**config.mk**
```make
export PLATFORM = sky130hd
export DESIGN_NAME = mlc_div
export DESIGN_NICKNAME = d
export VERILOG_FILES = /design/src/hw/rtl/mlc_pkg.sv /design/src/hw/rtl/mlc_div.sv
export SDC_FILE = /design/constraint.sdc
export NUM_CORES = 2
export LEC_CHECK = 0
export BUFFER_PORTS_ARGS = -buffer_cell sky130_fd_sc_hd__buf_2
export CAP_MARGIN = 20
export CORE_AREA = 10 10 388 466
export CTS_BUF_LIST = sky130_fd_sc_hd__clkbuf_2
export DETAILED_ROUTE_END_ITERATION = 8
export DIE_AREA = 0 0 398 476
export PLACE_DENSITY_LB_ADDON = 0.25
export SETUP_SLACK_MARGIN = 0.1
export SLEW_MARGIN = 20
export SYNTH_ARGS = -nofsm -noshare
export SYNTH_HDL_FRONTEND = slang
export SYNTH_SLANG_ARGS = --single-unit
```
**constraint.sdc**
```tcl
create_clock -name clk_i -period 4.3 [get_ports clk_i]
set_clock_uncertainty 0.15 [all_clocks]
set_input_delay 0.215 -clock clk_i [delete_from_list [all_inputs] [get_ports clk_i]]
set_output_delay 0.215 -clock clk_i [all_outputs]
set_load 0.02 [all_outputs]
```
**src/hw/rtl/mlc_pkg.sv**
```systemverilog
// ----------------------------------------------------------------------------
// mlc_pkg
// Shared widths, register indexes, sideband type and log2 table builder.
// ----------------------------------------------------------------------------
package mlc_pkg;

  localparam int FS_W       = 15;
  localparam int MU_W       = 10;
  localparam int V_W        = 25;
  localparam int E_W        = 5;
  localparam int TBL_BITS   = 6;
  localparam int TBL_SIZE   = 64;
  localparam int REM_W      = V_W - TBL_BITS - 1;
  localparam int QUO_W      = 15;
  localparam int CFG_ADDR_W = 2;
  localparam int CFG_DATA_W = 16;

  localparam int SAMPLE_BITS_DEF   = 16;
  localparam int LOG_FRAC_BITS_DEF = 16;

  localparam logic [CFG_ADDR_W-1:0] CFG_FULL_SCALE = 2'd0;
  localparam logic [CFG_ADDR_W-1:0] CFG_COMP_RATIO = 2'd1;

  localparam logic [FS_W-1:0] FS_RESET = 15'd32767;
  localparam logic [MU_W-1:0] MU_RESET = 10'd255;

  typedef struct packed {
    logic            neg;
    logic            clip;
    logic            mu_zero;
    logic [FS_W-1:0] a;
    logic [FS_W-1:0] fs;
  } mlc_side_t;

  // log2(1 + k/64) by repeated squaring, rounded to f fraction bits
  function automatic logic [24:0] log_tbl_entry(input int k, input int f);
    logic [63:0] m;
    logic [63:0] r;
    m = 64'(TBL_SIZE + k) << (30 - TBL_BITS);
    r = '0;
    for (int i = 0; i < 24; i++) begin
      m = (m * m) >> 30;
      r = r << 1;
      if (m >= (64'd1 << 31)) begin
        r = r | 64'd1;
        m = m >> 1;
      end
    end
    if (f < 24) r = (r + (64'd1 << (23 - f))) >> (24 - f);
    if (k == TBL_SIZE) r = 64'd1 << f;
    return r[24:0];
  endfunction

endpackage

```
**src/hw/rtl/mlc_div.sv**
```systemverilog
// ----------------------------------------------------------------------------
// mlc_div
// Pipelined restoring divider, one quotient bit per stage, with overflow flag.
// ----------------------------------------------------------------------------
module mlc_div #(
  parameter int LOG_FRAC_BITS = mlc_pkg::LOG_FRAC_BITS_DEF
) (
  input  logic                                        clk_i,
  input  logic                                        rst_ni,
  input  logic                                        en_i,
  input  logic                                        valid_i,
  input  logic [LOG_FRAC_BITS+mlc_pkg::E_W+16:0]      num_i,
  input  logic [LOG_FRAC_BITS+mlc_pkg::E_W:0]         den_i,
  input  mlc_pkg::mlc_side_t                          side_i,
  output logic                                        valid_o,
  output logic [mlc_pkg::QUO_W-1:0]                   quo_o,
  output logic                                        sat_o,
  output mlc_pkg::mlc_side_t                          side_o
);
  import mlc_pkg::*;

  localparam int L_W = LOG_FRAC_BITS + E_W;
  localparam int N_W = L_W + 17;
  localparam int D_W = L_W + 1;

  logic             vld_q  [QUO_W];
  logic [N_W-1:0]   rem_q  [QUO_W];
  logic [D_W-1:0]   den_q  [QUO_W];
  logic [QUO_W-1:0] quo_q  [QUO_W];
  logic             sat_q  [QUO_W];
  mlc_side_t        side_q [QUO_W];

  for (genvar j = 0; j < QUO_W; j++) begin : g_stage
    localparam int B = QUO_W - 1 - j;
    logic             vld_in;
    logic [N_W-1:0]   rem_in, rem_d, dsh;
    logic [D_W-1:0]   den_in;
    logic [QUO_W-1:0] quo_in, quo_d;
    logic             sat_in;
    mlc_side_t        side_in;

    if (j == 0) begin : g_first
      assign vld_in  = valid_i;
      assign rem_in  = num_i;
      assign den_in  = den_i;
      assign quo_in  = '0;
      assign sat_in  = (num_i >> QUO_W) >= N_W'(den_i);
      assign side_in = side_i;
    end else begin : g_next
      assign vld_in  = vld_q[j-1];
      assign rem_in  = rem_q[j-1];
      assign den_in  = den_q[j-1];
      assign quo_in  = quo_q[j-1];
      assign sat_in  = sat_q[j-1];
      assign side_in = side_q[j-1];
    end

    always_comb begin
      dsh   = N_W'(den_in) << B;
      rem_d = rem_in;
      quo_d = quo_in;
      if (rem_in >= dsh) begin
        rem_d    = rem_in - dsh;
        quo_d[B] = 1'b1;
      end
    end

    always_ff @(posedge clk_i or negedge rst_ni) begin
      if (!rst_ni) begin
        vld_q[j] <= 1'b0;
      end else if (en_i) begin
        vld_q[j] <= vld_in;
      end
    end

    always_ff @(posedge clk_i) begin
      if (en_i) begin
        rem_q[j]  <= rem_d;
        den_q[j]  <= den_in;
        quo_q[j]  <= quo_d;
        sat_q[j]  <= sat_in;
        side_q[j] <= side_in;
      end
    end
  end

  assign valid_o = vld_q[QUO_W-1];
  assign quo_o   = quo_q[QUO_W-1];
  assign sat_o   = sat_q[QUO_W-1];
  assign side_o  = side_q[QUO_W-1];

endmodule

```
# Word-level counts from Yosys, hierarchy flattened
# Memories as Yosys holds them, arrays and structs flattened.
# Cells that the tools add are included.
totals:
  regBits: 15
  ramBits: 1635
  inputBits: 97
  word_cells: 83
  n_memories: 5
mem_list:
  columns: ["name", "depth", "word_bits", "read_ports", "rd_clocked_by_memory_dff", "write_ports", "line_no", "rtl"]
  rows:
  - ["rem_q", 15, 38, 14, 0, 15, "mlc_div.sv:27", "logic [N_W-1:0] rem_q [QUO_W];"]
  - ["side_q", 15, 33, 15, 0, 15, "mlc_div.sv:31", "mlc_side_t side_q [QUO_W];"]
  - ["den_q", 15, 22, 14, 0, 15, "mlc_div.sv:28", "logic [D_W-1:0] den_q [QUO_W];"]
  - ["quo_q", 15, 15, 15, 0, 15, "mlc_div.sv:29", "logic [QUO_W-1:0] quo_q [QUO_W];"]
  - ["sat_q", 15, 1, 15, 0, 15, "mlc_div.sv:30", "logic sat_q [QUO_W];"]
classes:
  addsub: 15
  n_lt_le_gt_ge: 16
  muxes: 32
op_table:
  columns: ["cell", "n"]
  rows:
  - ["38-bit 2-to-1 mux", 15]
  - ["38-bit by 22-bit greater-or-equal comparator with 1-bit output", 1]
  - ["38-bit by 23-bit greater-or-equal comparator with 1-bit output", 1]
  - ["38-bit by 24-bit greater-or-equal comparator with 1-bit output", 1]
  - ["38-bit by 25-bit greater-or-equal comparator with 1-bit output", 1]
  - ["38-bit by 26-bit greater-or-equal comparator with 1-bit output", 1]
  - ["38-bit by 27-bit greater-or-equal comparator with 1-bit output", 1]
  - ["38-bit by 28-bit greater-or-equal comparator with 1-bit output", 1]
  - ["38-bit by 29-bit greater-or-equal comparator with 1-bit output", 1]
  - ["38-bit by 30-bit greater-or-equal comparator with 1-bit output", 1]
  - ["38-bit by 31-bit greater-or-equal comparator with 1-bit output", 1]
  - ["38-bit by 32-bit greater-or-equal comparator with 1-bit output", 1]
  - ["38-bit by 33-bit greater-or-equal comparator with 1-bit output", 1]
  - ["38-bit by 34-bit greater-or-equal comparator with 1-bit output", 1]
  - ["38-bit by 35-bit greater-or-equal comparator with 1-bit output", 1]
  - ["38-bit by 36-bit greater-or-equal comparator with 1-bit output", 1]
  - ["38-bit by 22-bit subtractor with 38-bit output", 1]
  - ["38-bit by 23-bit subtractor with 38-bit output", 1]
  - ["38-bit by 24-bit subtractor with 38-bit output", 1]
  - ["38-bit by 25-bit subtractor with 38-bit output", 1]
  - ["38-bit by 26-bit subtractor with 38-bit output", 1]
  - ["38-bit by 27-bit subtractor with 38-bit output", 1]
  - ["38-bit by 28-bit subtractor with 38-bit output", 1]
  - ["38-bit by 29-bit subtractor with 38-bit output", 1]
  - ["9 further kinds", 25]

# Logic depth before layout (Yosys ltp)
# An unclocked memory read counts as a cell.
logic_depth:
  depth_word: 3
  depth_mapped: 15

# Worst setup path before layout
# No wires, ideal clock.
synth_path:
  kind: "flip-flop to flip-flop"
  startpoint: "mem den_q[1][1] (netlist bit)"
  endpoint: "mem rem_q[1][53] (netlist bit), data pin"
  setup_time_ns: 0.262
  arrival_time_ns: 2.991
  slack_ns: 0.897
  path_stages_with_launch: 13
  period_less_slack_ns: 3.403
  cell_sequence: "edfxtp_1 inv_1 ha_1 nor2b_1 o31a_1 o31a_1 a211oi_2 o21ai_1 o31ai_1 and4b_1 buf_2 buf_4 mux2_1"
synth_rtl:
  columns: ["element", "line_no"]
  rows:
  - ["start: declaration", "mlc_div.sv:28"]
  - ["end: declaration", "mlc_div.sv:27"]

==> flow_summary.json <==
{
  "wl_per_cell_um": 16.1,
  "synth_xor_area_share_pct": 4.27,
  "start_util_pct": 39.7,
  "syn-num-nets": 5604,
  "power_mw": 43.2,
  "run_status": "finished with violations",
  "die_y_um": 476,
  "grt_pass1_wl_um": 222000,
  "endpoint_kind": "flop",
  "hold_viol": 0,
  "async_reset_ff_share_pct": 1.01,
  "vias": 42700,
  "syn_avg_cell_area_um2": 13.3,
  "routed_wl_um": 139000,
  "instances_no_fill": 8631,
  "synthDistinctLibCells": 97,
  "cp-start-kind": "primary input",
  "h-tree-depth": 5,
  "place_area_um2": 72700,
  "numClockSinks": 1485,
  "place_inst": 7590,
  "cts.clk_slew.worst_paths_ns": 0.10,
  "fp.dieW_um": 398,
  "period_needed_ns": 4.40,
  "rows": 167,
  "min_path_cells": 0,
  "fin_nets": 6554,
  "gp_congestion": 0.939,
  "yosys-mux-area-fraction_pct": 0.804,
  "dr.pass1.iters": 7,
  "maxCapViolCount": 0,
  "multi_input_area_um2": 21700,
  "cts_tree": "done",
  "cp_data_arrival_time_ns": 5.82,
  "drive_gt1_share_pct": 15.2,
  "synth_ff_type": "edfxtp_1",
  "core_um2": 172000,
  "drc": 0,
  "cellLeakagePower_nw": 31.1,
  "synth-warning-count": 0,
  "ff2ff_path_depth": 11,
  "cts_buffers": 383,
  "synth_area_um2": 68200,
  "regArea_um2": 44500,
  "setup_slack_ns": -0.0987,
  "slew_headroom_pct": 22.4,
  "hold_start": "side_q[0][201]$_DFFE_PP_",
  "clkLatencyLatePin_ns": 1.72,
  "hold_class": "flop to flop",
  "grt_pass1_vias": 45500,
  "fmax_mhz": 227,
  "synth_seq_cells": 1485,
  "dp_hpwl_um": 96900,
  "ir_drop_v": 0.000240,
  "r2r_setup_slack_ns": 0.27,
  "worst_slew_pin_slew_ns": 1.16,
  "design_area_um2": 80000,
  "power.density_nw_per_um2": 540,
  "finalMaxSlewViolations": 0,
  "synth-simple-area-share_pct": 8.75,
  "cts_root_buf": "clkbuf_2",
  "fillers": 15200,
  "cp.required_ns": 5.72,
  "portBuffers": 146,
  "grt_max_degree": 121,
  "ant_nets": 0,
  "io_pins": 147,
  "dr.first_iter.drc_count": 2059,
  "via_per_inst": 4.95,
  "dieArea_um2": 189000,
  "syn_inst": 5141,
  "path_class": "primary input to flop",
  "worst_r2r_startpoint": "den_q[0][111]$_DFFE_PP_",
  "synth_top_family_by_area": "compound AO/OA/AOI/OAI gates",
  "cts_buffer_depth": 4,
  "finalSetupViolations": 2,
  "syn_to_final_growth_pct": 17.4,
  "grt.overflow.total": 0,
  "synth_edf_count": 1470,
  "rsz0062_at_grt": "true",
  "synth_compound_area_share_pct": 11.0,
  "hold_path_end": "side_q[0][234]$_DFFE_PP_",
  "antenna_found_initial": 3,
  "failed_checks": "setup timing",
  "synth_fa_ha_area_share_pct": 6.87,
  "fin_crit_sh_pct": 102,
  "crit_path_max_fanout": 15,
  "ys_seq_area_share_pct": 65.3,
  "grtUsageTotal_pct": 14.5,
  "r2r_end": "rem_q[0][265]$_DFFE_PP_"
}
[report_power, final]
part / switching [mW] / leakage [nW] / internal [mW]
Clock: 5.45 / 2.53 / 3.77
Combinational: 7.64 / 14.1 / 5.94
Sequential: 1.31 / 14.4 / 19.1
[Yosys cell counts (all sizes together) (33+ instances only)]
cell type	count	area share (%)
a21oi	270	2.0
o21bai	34	0.37
nor2b	50	0.46
ha	352	6.5
nand2b	54	0.50
a21o	139	1.5
mux2	46	0.76
inv	434	2.4
nor3	96	0.72
xnor2	163	2.1
nand2	390	2.1
o21ai	351	2.6
nand3	64	0.47
xor2	169	2.2
clkbuf	71	0.39
buf	33	0.24
nand4	58	0.53
a211oi	34	0.38
o31ai	45	0.50
nor4	65	0.64
a31oi	38	0.38
edfxtp	1470	65
nor2	249	1.4
o21a	55	0.61
[stage by stage]
step | worst slack (ns) | TNS (ns) | hold WS (ns) | utilization (%)
4_1_cts | 0.131 | 0 | 0.00213 | 46.6
5_1_grt | 0.0922 | 0 | 0.148 | 46.6
3_5_place_dp | -0.0832 | -0.0832 | -0.0157 | 42.4
3_3_place_gp | 0.0409 | 0 | -0.0262 | 42.4
6_report | -0.0987 | -0.131 | 0.197 | 46.6
2_1_floorplan | 0.897 | 0 | -0.231 | -
[logic make-up (layout without fill, tap and decap cells)]
kind of cell               after synthesis  count (layout)
DFF                                   1485            1485
other                                    0              11
AOI/OAI and AO/OA                     1166            1166
and+or+nand+nor                       1205            1205
xor gates and xnor gates               332             332
buffers and inverters                  538            1736
muxes                                   49              49
adders and majority gates              366             366
[worst max-delay path, cell delays in order]
cell and delay (ns):
dlygate4sd3_1 0.53, dlygate4sd3_1 0.55, dlygate4sd3_1 0.55, buf_2 0.13
dlygate4sd3_1 0.59, inv_2 0.11, ha_4 0.23, a21o_1 0.20
a21o_1 0.18, a21o_1 0.21, and3_1 0.20, a21oi_2 0.11
o21ai_2 0.09, nor4_4 0.20, buf_4 0.19, buf_12 0.15
nand2_1 0.08, dlygate4sd3_1 0.59, o21ai_0 0.11, dlygate4sd3_1 0.57
[per-layer routing]
metal,track usage (%),vias up,wire (um)
met5,0,-,0
met4,9.90,0,8930
met3,3.31,440,5660
met2,27.4,928,74400
met1,13.6,20000,50200
li1,-,21400,-
[flip-flops by register name (all words and copies together) (netlist names)]
name and flops:
side_q 495, quo_q 120, rem_q 532, g_stage.vld_in 14
den_q 308, sat_q 15, valid_o 1
[cell type report]
type | count | area share, %
diodes | 11 | 0.0344
repair buffers | 669 | 7.52
well taps | 2281 | 3.57
multi-input cells | 3118 | 27.1
clock buffers | 542 | 3.39
flip-flops and latches | 1485 | 55.7
clock inverters | 91 | 0.690
inverters | 434 | 2.04
[layout by cell type, fill, tap and decap left out, types with 30 or more instances in the layout]
cell and count:
a211oi_1 32, a21o_1 139, a21oi_1 266, a31oi_1 36, buf_2 145, buf_4 102
clkbuf_2 542, clkinv_1 63, dlygate4sd3_1 393, edfxtp_1 1470, ha_1 351, inv_1 430
mux2_2 44, nand2_1 390, nand2b_1 54, nand3_1 64, nand4_1 58, nor2_1 246
nor2b_1 49, nor3_1 90, nor4_1 61, o21a_1 55, o21ai_0 343, o21bai_1 34
o31ai_1 44, or3_1 30, xnor2_1 163, xor2_1 169
[how the worst max path moves through the flow]
| stage | from | to | slack, ns |
|---|---|---|---|
| final | den_i[13] | rem_q[0][19]$_DFFE_PP_ | -0.1 |
| after global routing | den_i[13] | rem_q[0][19]$_DFFE_PP_ | 0.09 |
| after CTS | den_i[16] | rem_q[0][14]$_DFFE_PP_ | 0.13 |
| after detailed placement | rem_q[0][28]$_DFFE_PP_ | rem_q[0][74]$_DFFE_PP_ | -0.08 |
| after global placement | rem_q[0][28]$_DFFE_PP_ | rem_q[0][74]$_DFFE_PP_ | 0.04 |
| after floorplan | den_q[1][1]$_DFFE_PP_ | rem_q[1][53]$_DFFE_PP_ | 0.90 |
[what timing repair did]
action	CTS	global route
endpoints found under the setup margin	1	20
hold buffers	394	0
buffers inserted	0	3
pin swaps	0	3
resized for setup	1	14
endpoints found under the hold margin	1595	0
Power figures use the tool's default switching activity.
