[src/hw/rtl/mlc_pkg.sv]
// ----------------------------------------------------------------------------
// mlc_pkg
// Shared widths, register indexes, sideband type and log2 table builder.
// ----------------------------------------------------------------------------
package mlc_pkg;

  localparam int FS_W       = 15;
  localparam int MU_W       = 10;
  localparam int V_W        = 25;
  localparam int E_W        = 5;
  localparam int TBL_BITS   = 6;
  localparam int TBL_SIZE   = 64;
  localparam int REM_W      = V_W - TBL_BITS - 1;
  localparam int QUO_W      = 15;
  localparam int CFG_ADDR_W = 2;
  localparam int CFG_DATA_W = 16;

  localparam int SAMPLE_BITS_DEF   = 16;
  localparam int LOG_FRAC_BITS_DEF = 16;

  localparam logic [CFG_ADDR_W-1:0] CFG_FULL_SCALE = 2'd0;
  localparam logic [CFG_ADDR_W-1:0] CFG_COMP_RATIO = 2'd1;

  localparam logic [FS_W-1:0] FS_RESET = 15'd32767;
  localparam logic [MU_W-1:0] MU_RESET = 10'd255;

  typedef struct packed {
    logic            neg;
    logic            clip;
    logic            mu_zero;
    logic [FS_W-1:0] a;
    logic [FS_W-1:0] fs;
  } mlc_side_t;

  // log2(1 + k/64) by repeated squaring, rounded to f fraction bits
  function automatic logic [24:0] log_tbl_entry(input int k, input int f);
    logic [63:0] m;
    logic [63:0] r;
    m = 64'(TBL_SIZE + k) << (30 - TBL_BITS);
    r = '0;
    for (int i = 0; i < 24; i++) begin
      m = (m * m) >> 30;
      r = r << 1;
      if (m >= (64'd1 << 31)) begin
        r = r | 64'd1;
        m = m >> 1;
      end
    end
    if (f < 24) r = (r + (64'd1 << (23 - f))) >> (24 - f);
    if (k == TBL_SIZE) r = 64'd1 << f;
    return r[24:0];
  endfunction

endpackage

[src/hw/rtl/mlc_log2.sv]
// ----------------------------------------------------------------------------
// mlc_log2
// Two-stage fixed-point log2: leading one and table read, then interpolation.
// ----------------------------------------------------------------------------
module mlc_log2 #(
  parameter int LOG_FRAC_BITS = mlc_pkg::LOG_FRAC_BITS_DEF
) (
  input  logic                                     clk_i,
  input  logic                                     en_i,
  input  logic [mlc_pkg::V_W-1:0]                  v_i,
  output logic [LOG_FRAC_BITS+mlc_pkg::E_W-1:0]    l_o
);
  import mlc_pkg::*;

  localparam int F   = LOG_FRAC_BITS;
  localparam int L_W = F + E_W;
  localparam int P_W = F + 1 + REM_W;

  logic [F:0] tbl [TBL_SIZE+1];

  for (genvar k = 0; k <= TBL_SIZE; k++) begin : g_tbl
    localparam logic [24:0] ENT = log_tbl_entry(k, F);
    assign tbl[k] = ENT[F:0];
  end

  logic [V_W-1:0]      vn;
  logic [E_W-1:0]      e;
  logic [TBL_BITS-1:0] idx;
  logic [REM_W-1:0]    rem_d;
  logic [E_W-1:0]      sh_d;
  logic [F:0]          lo_d, diff_d;
  logic [V_W-1:0]      shv;

  always_comb begin
    vn = (v_i == '0) ? V_W'(1) : v_i;
    e  = '0;
    for (int i = 0; i < V_W; i++) begin
      if (vn[i]) e = E_W'(i);
    end
    if (e >= E_W'(TBL_BITS)) begin
      shv = vn >> (e - E_W'(TBL_BITS));
    end else begin
      shv = vn << (E_W'(TBL_BITS) - e);
    end
    idx = shv[TBL_BITS-1:0];
    if (e > E_W'(TBL_BITS)) begin
      sh_d  = e - E_W'(TBL_BITS);
      rem_d = REM_W'(vn & ((V_W'(1) << sh_d) - V_W'(1)));
    end else begin
      sh_d  = '0;
      rem_d = '0;
    end
    lo_d   = tbl[{1'b0, idx}];
    diff_d = tbl[{1'b0, idx} + 7'd1] - lo_d;
  end

  logic [E_W-1:0]   e_q, sh_q;
  logic [REM_W-1:0] rem_q;
  logic [F:0]       lo_q, diff_q;

  always_ff @(posedge clk_i) begin
    if (en_i) begin
      e_q    <= e;
      sh_q   <= sh_d;
      rem_q  <= rem_d;
      lo_q   <= lo_d;
      diff_q <= diff_d;
    end
  end

  logic [P_W-1:0] prod, rnd, term;
  logic [L_W-1:0] l_d, l_q;

  always_comb begin
    prod = P_W'(diff_q) * P_W'(rem_q);
    rnd  = (sh_q != '0) ? (P_W'(1) << (sh_q - E_W'(1))) : '0;
    term = (prod + rnd) >> sh_q;
    l_d  = (L_W'(e_q) << F) + L_W'(lo_q) + L_W'(term);
  end

  always_ff @(posedge clk_i) begin
    if (en_i) l_q <= l_d;
  end

  assign l_o = l_q;

endmodule

[config.mk]
export PLATFORM = sky130hd
export DESIGN_NAME = mlc_log2
export DESIGN_NICKNAME = d
export VERILOG_FILES = /design/src/hw/rtl/mlc_pkg.sv /design/src/hw/rtl/mlc_log2.sv
export SDC_FILE = /design/constraint.sdc
export NUM_CORES = 1
export LEC_CHECK = 0
export ABC_CLOCK_PERIOD_IN_PS = 11650
export BUFFER_PORTS_ARGS = -buffer_cell sky130_fd_sc_hd__buf_4
export CORE_UTILIZATION = 45
export CTS_BUF_LIST = sky130_fd_sc_hd__clkbuf_4 sky130_fd_sc_hd__clkbuf_8
export DETAILED_ROUTE_END_ITERATION = 8
export GPL_ROUTABILITY_DRIVEN = 0
export PLACE_DENSITY = 0.6
export SLEW_MARGIN = 30
export SYNTH_ARGS = -nofsm -noshare
export SYNTH_HDL_FRONTEND = slang
export SYNTH_SLANG_ARGS = --single-unit
export TNS_END_PERCENT = 30
[constraint.sdc]
create_clock -name clk_i -period 11.65 [get_ports clk_i]
set_clock_uncertainty 0.05 [all_clocks]
set_input_delay 0 -clock clk_i [delete_from_list [all_inputs] [get_ports clk_i]]
set_output_delay 0 -clock clk_i [all_outputs]
set_load 0.05 [all_outputs]
; Word level (Yosys, flattened, before mapping)
; Memories as Yosys holds them, arrays and structs flattened.
; Index checks and enable logic that the tools add are counted.
[word_totals]
regBits = 83
mem_bits_ro = 4352
input_bits = 27
output_inout_bits = 21
memories = 2
[classes]
n_shift = 5
bitwise = 3
magnitude_cmp = 4
mul = 1
n_mux = 31
reduce_logical = 2
add_sub_neg = 9
[mem_list]
columns = name, words, width, read_ports, rd_ports_with_merged_regs, write_ports, line_no
row1 = (name not given), 128, 17, 1, 0, 0, mlc_log2.sv:54  ; diff_d = tbl[{1'b0, idx} + 7'd1] - lo_d;
row2 = (name not given), 128, 17, 1, 0, 0, mlc_log2.sv:53  ; lo_d = tbl[{1'b0, idx}];
[op_table]
columns = cell, count
row1 = 2-to-1 mux 5 bit, 22
row2 = 2-to-1 mux 17 bit, 4
row3 = adder 35 bit, 1
row4 = multiplier 17 x 18 -> 35 bit, 1
row5 = 2-to-1 mux 35 bit, 1
row6 = << shifter 1 x 5 -> 35 bit (first input constant), 1
row7 = right shift 35 x 5 -> 21 bit, 1
row8 = zero test 25 bit, 1
row9 = 2-to-1 mux 25 bit, 1
row10 = << shifter 25 x 5 -> 6 bit, 1
row11 = right shift 25 x 5 -> 6 bit, 1
row12 = adder 21 x 17 -> 21 bit, 1
row13 = adder 21 bit, 1
row14 = AND 18 bit, 1
row15 = << shifter 1 x 5 -> 18 bit (first input constant), 1
row16 = subtractor 18 x 1 -> 18 bit (second input constant), 1
row17 = subtractor 17 bit, 1
row18 = >= comparator 8 bit (second input constant), 2
row19 = NOT 6 -> 8 bit, 1
row20 = NOT 7 -> 8 bit, 1
row21 = adder 6 x 1 -> 7 bit (second input constant), 1
row22 = 2-to-1 mux 6 bit, 1
row23 = >= comparator 5 x 3 -> 1 bit (second input constant), 1
row24 = > comparator 5 x 3 -> 1 bit (second input constant), 1
row25 = 6 further kinds, 6

; Logic depth before layout (Yosys ltp)
[depth]
word_depth = 35
depth_mapped = 45
depth_no_buf = 42

; Worst setup path before layout
; No wires, ideal clock.
[synth_timing]
path_kind = reg-to-reg
start = register sh_q[2]
end = register l_q[20], in the netlist l_o[20] (data pin)
setup_ns = 0.268
path_stages_with_launch = 45
setup_slack_ns = 1.051
synth_period_minus_slack_ns = 10.599
t_arrival_ns = 10.281
path_cell_list = edfxtp_1 clkbuf_1 inv_2 buf_1 ha_1 clkbuf_1 nor3_1 fa_1 inv_1 fa_1 fa_1 inv_1 fa_1 inv_1 fa_1 inv_1 ha_1 a211oi_1 (+9 left out) mux2i_1 nand2_1 o21ai_0 ha_1 fa_1 a21o_1 a21oi_1 o21bai_1 a21oi_1 o21a_1 o21ai_0 or4_1 a311o_1 a21o_1 a21o_1 a21o_1 a21oi_1 xnor3_1
[synth_via]
elab_chain_len = 6
word_cells_on_any_way = 7
cone_classes = add/sub: 3 / shift: 2 / mux: 1 / reduce/logical: 1
[synth_lines]
columns = element, line_no
row1 = "start, declared", mlc_log2.sv:57  ; logic [E_W-1:0] e_q, sh_q;
row2 = "start signal, assigned", mlc_log2.sv:64  ; sh_q <= sh_d;
row3 = subtractor 5 x 1 -> 5 bit, mlc_log2.sv:76  ; rnd = (sh_q != '0) ? (P_W'(1) << (sh_q - E_W'(1))) : '0;
row4 = << shifter 1 x 5 -> 35 bit, mlc_log2.sv:76
row5 = 2-to-1 mux 35 bit, mlc_log2.sv:76
row6 = adder 35 bit, mlc_log2.sv:77  ; term = (prod + rnd) >> sh_q;
row7 = right shift 35 x 5 -> 21 bit (*), mlc_log2.sv:77
row8 = adder 21 bit (*), mlc_log2.sv:78  ; l_d = (L_W'(e_q) << F) + L_W'(lo_q) + L_W'(term);
row9 = net l_d[20], mlc_log2.sv:72  ; logic [L_W-1:0] l_d, l_q;
row10 = "end signal, assigned", mlc_log2.sv:82  ; if (en_i) l_q <= l_d;
row11 = "end, declared", mlc_log2.sv:72
; The timed path passes the listed nets; every way through them passes the cells marked *.
; A chain may end at the register's enable or synchronous reset.

; Worst setup path in the final report
[layout_timing]
start = register rem_q[10]
end = register l_q[20], in the netlist l_o[20] (data pin)
[layout_via]
elab_chain_len = 4
[layout_lines]
columns = element, line_no
row1 = "start, declared", mlc_log2.sv:58  ; logic [REM_W-1:0] rem_q;
row2 = "start signal, assigned", mlc_log2.sv:65  ; rem_q <= rem_d;
row3 = multiplier 17 x 18 -> 35 bit, mlc_log2.sv:75  ; prod = P_W'(diff_q) * P_W'(rem_q);
row4 = adder 35 bit, mlc_log2.sv:77
row5 = right shift 35 x 5 -> 21 bit, mlc_log2.sv:77
row6 = adder 21 bit, mlc_log2.sv:78
row7 = net l_d[20], mlc_log2.sv:72
; The timed path passes the listed nets, and every way through them passes these cells.

==> results.py <==
metrics = {
    "grt": {
        "track_usage_pct": 28.2,
        "grt_start_max_net_pins": 60,
        "antenna_found_initial": 1,
        "overflow": 0,
        "grt_pass1_wl_microns": 111000,
        "grt_pass1_vias": 19500,
    },
    "synthesis": {
        "ys.flop_type": "edfxtp_1",
        "yosysTopAreaCell": "fa_1",
        "syn_area_sq_um": 22600,
        "syn_inst": 2704,
        "ys_seq_area_share_pct": 10.9,
        "synth_top_area_share_pct": 24.1,
        "ys_types": 104,
        "synth_edf_count": 82,
        "netlist_top_cells_area": "fa_1, edfxtp_1, ha_1",
        "async_flop_share_pct": 0,
        "syn_nets": 3168,
        "yosysWarnings": 0,
        "syn_avg_cell_area_sq_um": 8.37,
        "ys_ff_latch": 82,
    },
    "layout": {
        "fin_nets": 3133,
        "multi_input_area_sq_um": 18100,
        "register_area_sq_um": 2460,
        "syn_to_final_growth_pct": 5.53,
        "drive_gt1_share_pct": 8.26,
        "fillers": 4828,
    },
    "setup_path": {
        "slowest_stage": "edfxtp_1",
        "worstPathMaxFanout": 9,
        "crit_arrival_ns": 11.22,
        "setup.worst_path.class": "flip-flop to flip-flop",
        "rr_startpoint": "rem_q[10]",
        "path_common_cell": "fa_1",
        "required_ns": 11.74,
        "crit_start": "rem_q[10]",
        "worstSetupStartpointType": "flip-flop",
        "cpPeakStageDelay_ns": 0.55,
        "crit_path_end_kind": "flip-flop",
    },
    "floorplanning": {
        "chipHeight_microns": 226,
        "start_util_pct": 46.0,
        "dieArea_sq_um": 51200,
        "io_pins": 48,
        "dieWidth_microns": 226,
        "coreArea_sq_um": 49300,
        "rows": 81,
    },
    "route": {
        "drt.antenna.violating_nets": 0,
        "drc": 0,
        "vias": 19900,
        "wl_microns": 71500,
        "firstDrtPassIters": 6,
        "viasPerCell": 5.97,
        "routedWlPerCell_microns": 21.4,
        "drtIter0Drc": 2033,
    },
    "flow_run": {
        "drv_cap": 0,
    },
    "timing": {
        "worstMarginPinSlew_ns": 0.892,
        "final-setup-viol-count": 0,
        "hold_viol": 0,
        "min_period_ns": 11.13,
        "slew_headroom_pct": 40.5,
        "grt_setup_unrepaired": "no",
        "setup_tns_ns": 0,
        "fmax_ghz": 0.0898,
        "fin_crit_sh_pct": 95.6,
        "report.final.slew_viol_count": 0,
    },
    "cts": {
        "cts_tree": "built",
        "cts_sinks": 82,
        "path_clk_slew_ns": 0.09,
        "root_buffer": "clkbuf_8",
        "cts.path.max_buffers": 2,
        "insertion_delay_ns": 0.40,
        "cts_buffers": 9,
        "h-tree-depth": 3,
    },
    "outcome": {
        "status": "completed",
    },
    "min_path": {
        "hp-start": "v_i[2]",
        "min_path_type": "primary input to flip-flop",
    },
    "place": {
        "dp_hpwl_microns": 56300,
        "io_buffer_count": 47,
    },
}
worst max-delay path: cells and delay by family, from the launching register on:
kind                     cells  cell delay [ns]
flip-flops                   1             0.55
AND/OR/NAND/NOR              4             0.87
buffers and inverters        5             0.45
AO/OA/AOI/OAI               19             3.99
adder cells (fa/ha/maj)      9             4.00
multiplexers                 3             0.73
XOR/XNOR                     1             0.22
metal layers:
layer	vias to the layer above	GRT usage, %	part of all wire, %
met1	9878	38.3	43
li1	9071	-	-
met5	-	0	0
met3	120	2.63	6.3
met4	0	8.22	2.8
met2	876	47.6	48
logic make-up (layout without fill, tap and decap cells):
logic type      after synthesis  count (layout)  synth area share (%)
other cells                   0               2                     0
buf+inv                     531             501                  9.27
flops                        82              82                  10.9
mux                         103             103                  5.00
xor+xnor                     68              68                  3.04
simple gates                901             901                  20.8
fa+ha+maj                   437             437                  33.2
compound gates              582             582                  17.9
per-stage QoR:
stage / setup WS, ns / area, sq um / util (%) / instances / hold WS, ns
floorplan: 1.05 / 22600 / - / 2704 / 0.0625
global placement: 0.667 / 23400 / 47.6 / 3294 / 0.370
detailed placement: 0.432 / 23400 / 47.6 / 3294 / 0.361
CTS: 0.394 / 23700 / 48.1 / 3318 / 0.00624
global route: 0.00350 / 23900 / 48.5 / 3339 / 0.00901
finish: 0.518 / 23900 / 48.5 / 3340 / 0.0334
registers in the layout, summed over array words and instances (netlist names):
name	cells
rem_q	18
lo_q	16
e_q	5
l_o	21
sh_q	5
diff_q	17
area by class of cell:
| type | count | share of cell area (%) |
|---|---|---|
| Clock inverter | 6 | 0.283 |
| Tap cell | 664 | 3.48 |
| Antenna cell | 2 | 0.0209 |
| Multi-Input combinational cell | 2091 | 75.8 |
| Inverter | 372 | 5.86 |
| Timing Repair Buffer | 113 | 3.69 |
| Clock buffer | 10 | 0.550 |
| Sequential cell | 82 | 10.3 |
final timing paths:
| check | to | slack [ns] | cells after the start |
|---|---|---|---|
| max | l_o[20] | 0.52 | 41 |
| min | rem_q[2] | 0.03 | 2 |
| max reg2reg | l_o[20] | 0.52 | 41 |
| min reg2reg | l_o[0] | 0.60 | 1 |
synthesized netlist by cell type (17+ instances only):
cell      instances
fa_1            273
and2_1          320
xor2_1           19
inv_1           360
a211oi_1         48
nor3_1           46
buf_2            27
o21ai_0         104
clkbuf_1        107
o21a_1           28
o22ai_1          17
nand3_1          45
mux2_2           30
or3_1            20
a31oi_1          21
a21o_1           25
a21oi_1         131
mux2i_1          68
nor2_1          216
xnor2_1          42
o211ai_1         17
nand2_1         160
ha_1            164
edfxtp_1         82
timing repair:
item | 4_1_cts | 5_1_grt
hold buffers | 8 | 0
endpoints found under the hold margin | 30 | 0
setup buffers | 0 | 20
gates resized for setup | 0 | 2
setup endpoints to repair | 0 | 3
cells in the final DEF (no fill, tap or decap), types with 30 or more instances in the layout:
| master | count |
|---|---|
| and2_1 | 319 |
| inv_1 | 360 |
| nor3_1 | 46 |
| mux2i_1 | 68 |
| ha_1 | 164 |
| nand2_1 | 160 |
| nand3_1 | 45 |
| a211oi_1 | 47 |
| xnor2_1 | 42 |
| edfxtp_1 | 82 |
| o21ai_0 | 104 |
| fa_1 | 273 |
| mux2_2 | 30 |
| a21oi_1 | 130 |
| nor2_1 | 216 |
| buf_4 | 104 |
Power is left out: the tool's default activity adds up to more than one toggle a clock period on the data nets, which glitch-free logic cannot reach.
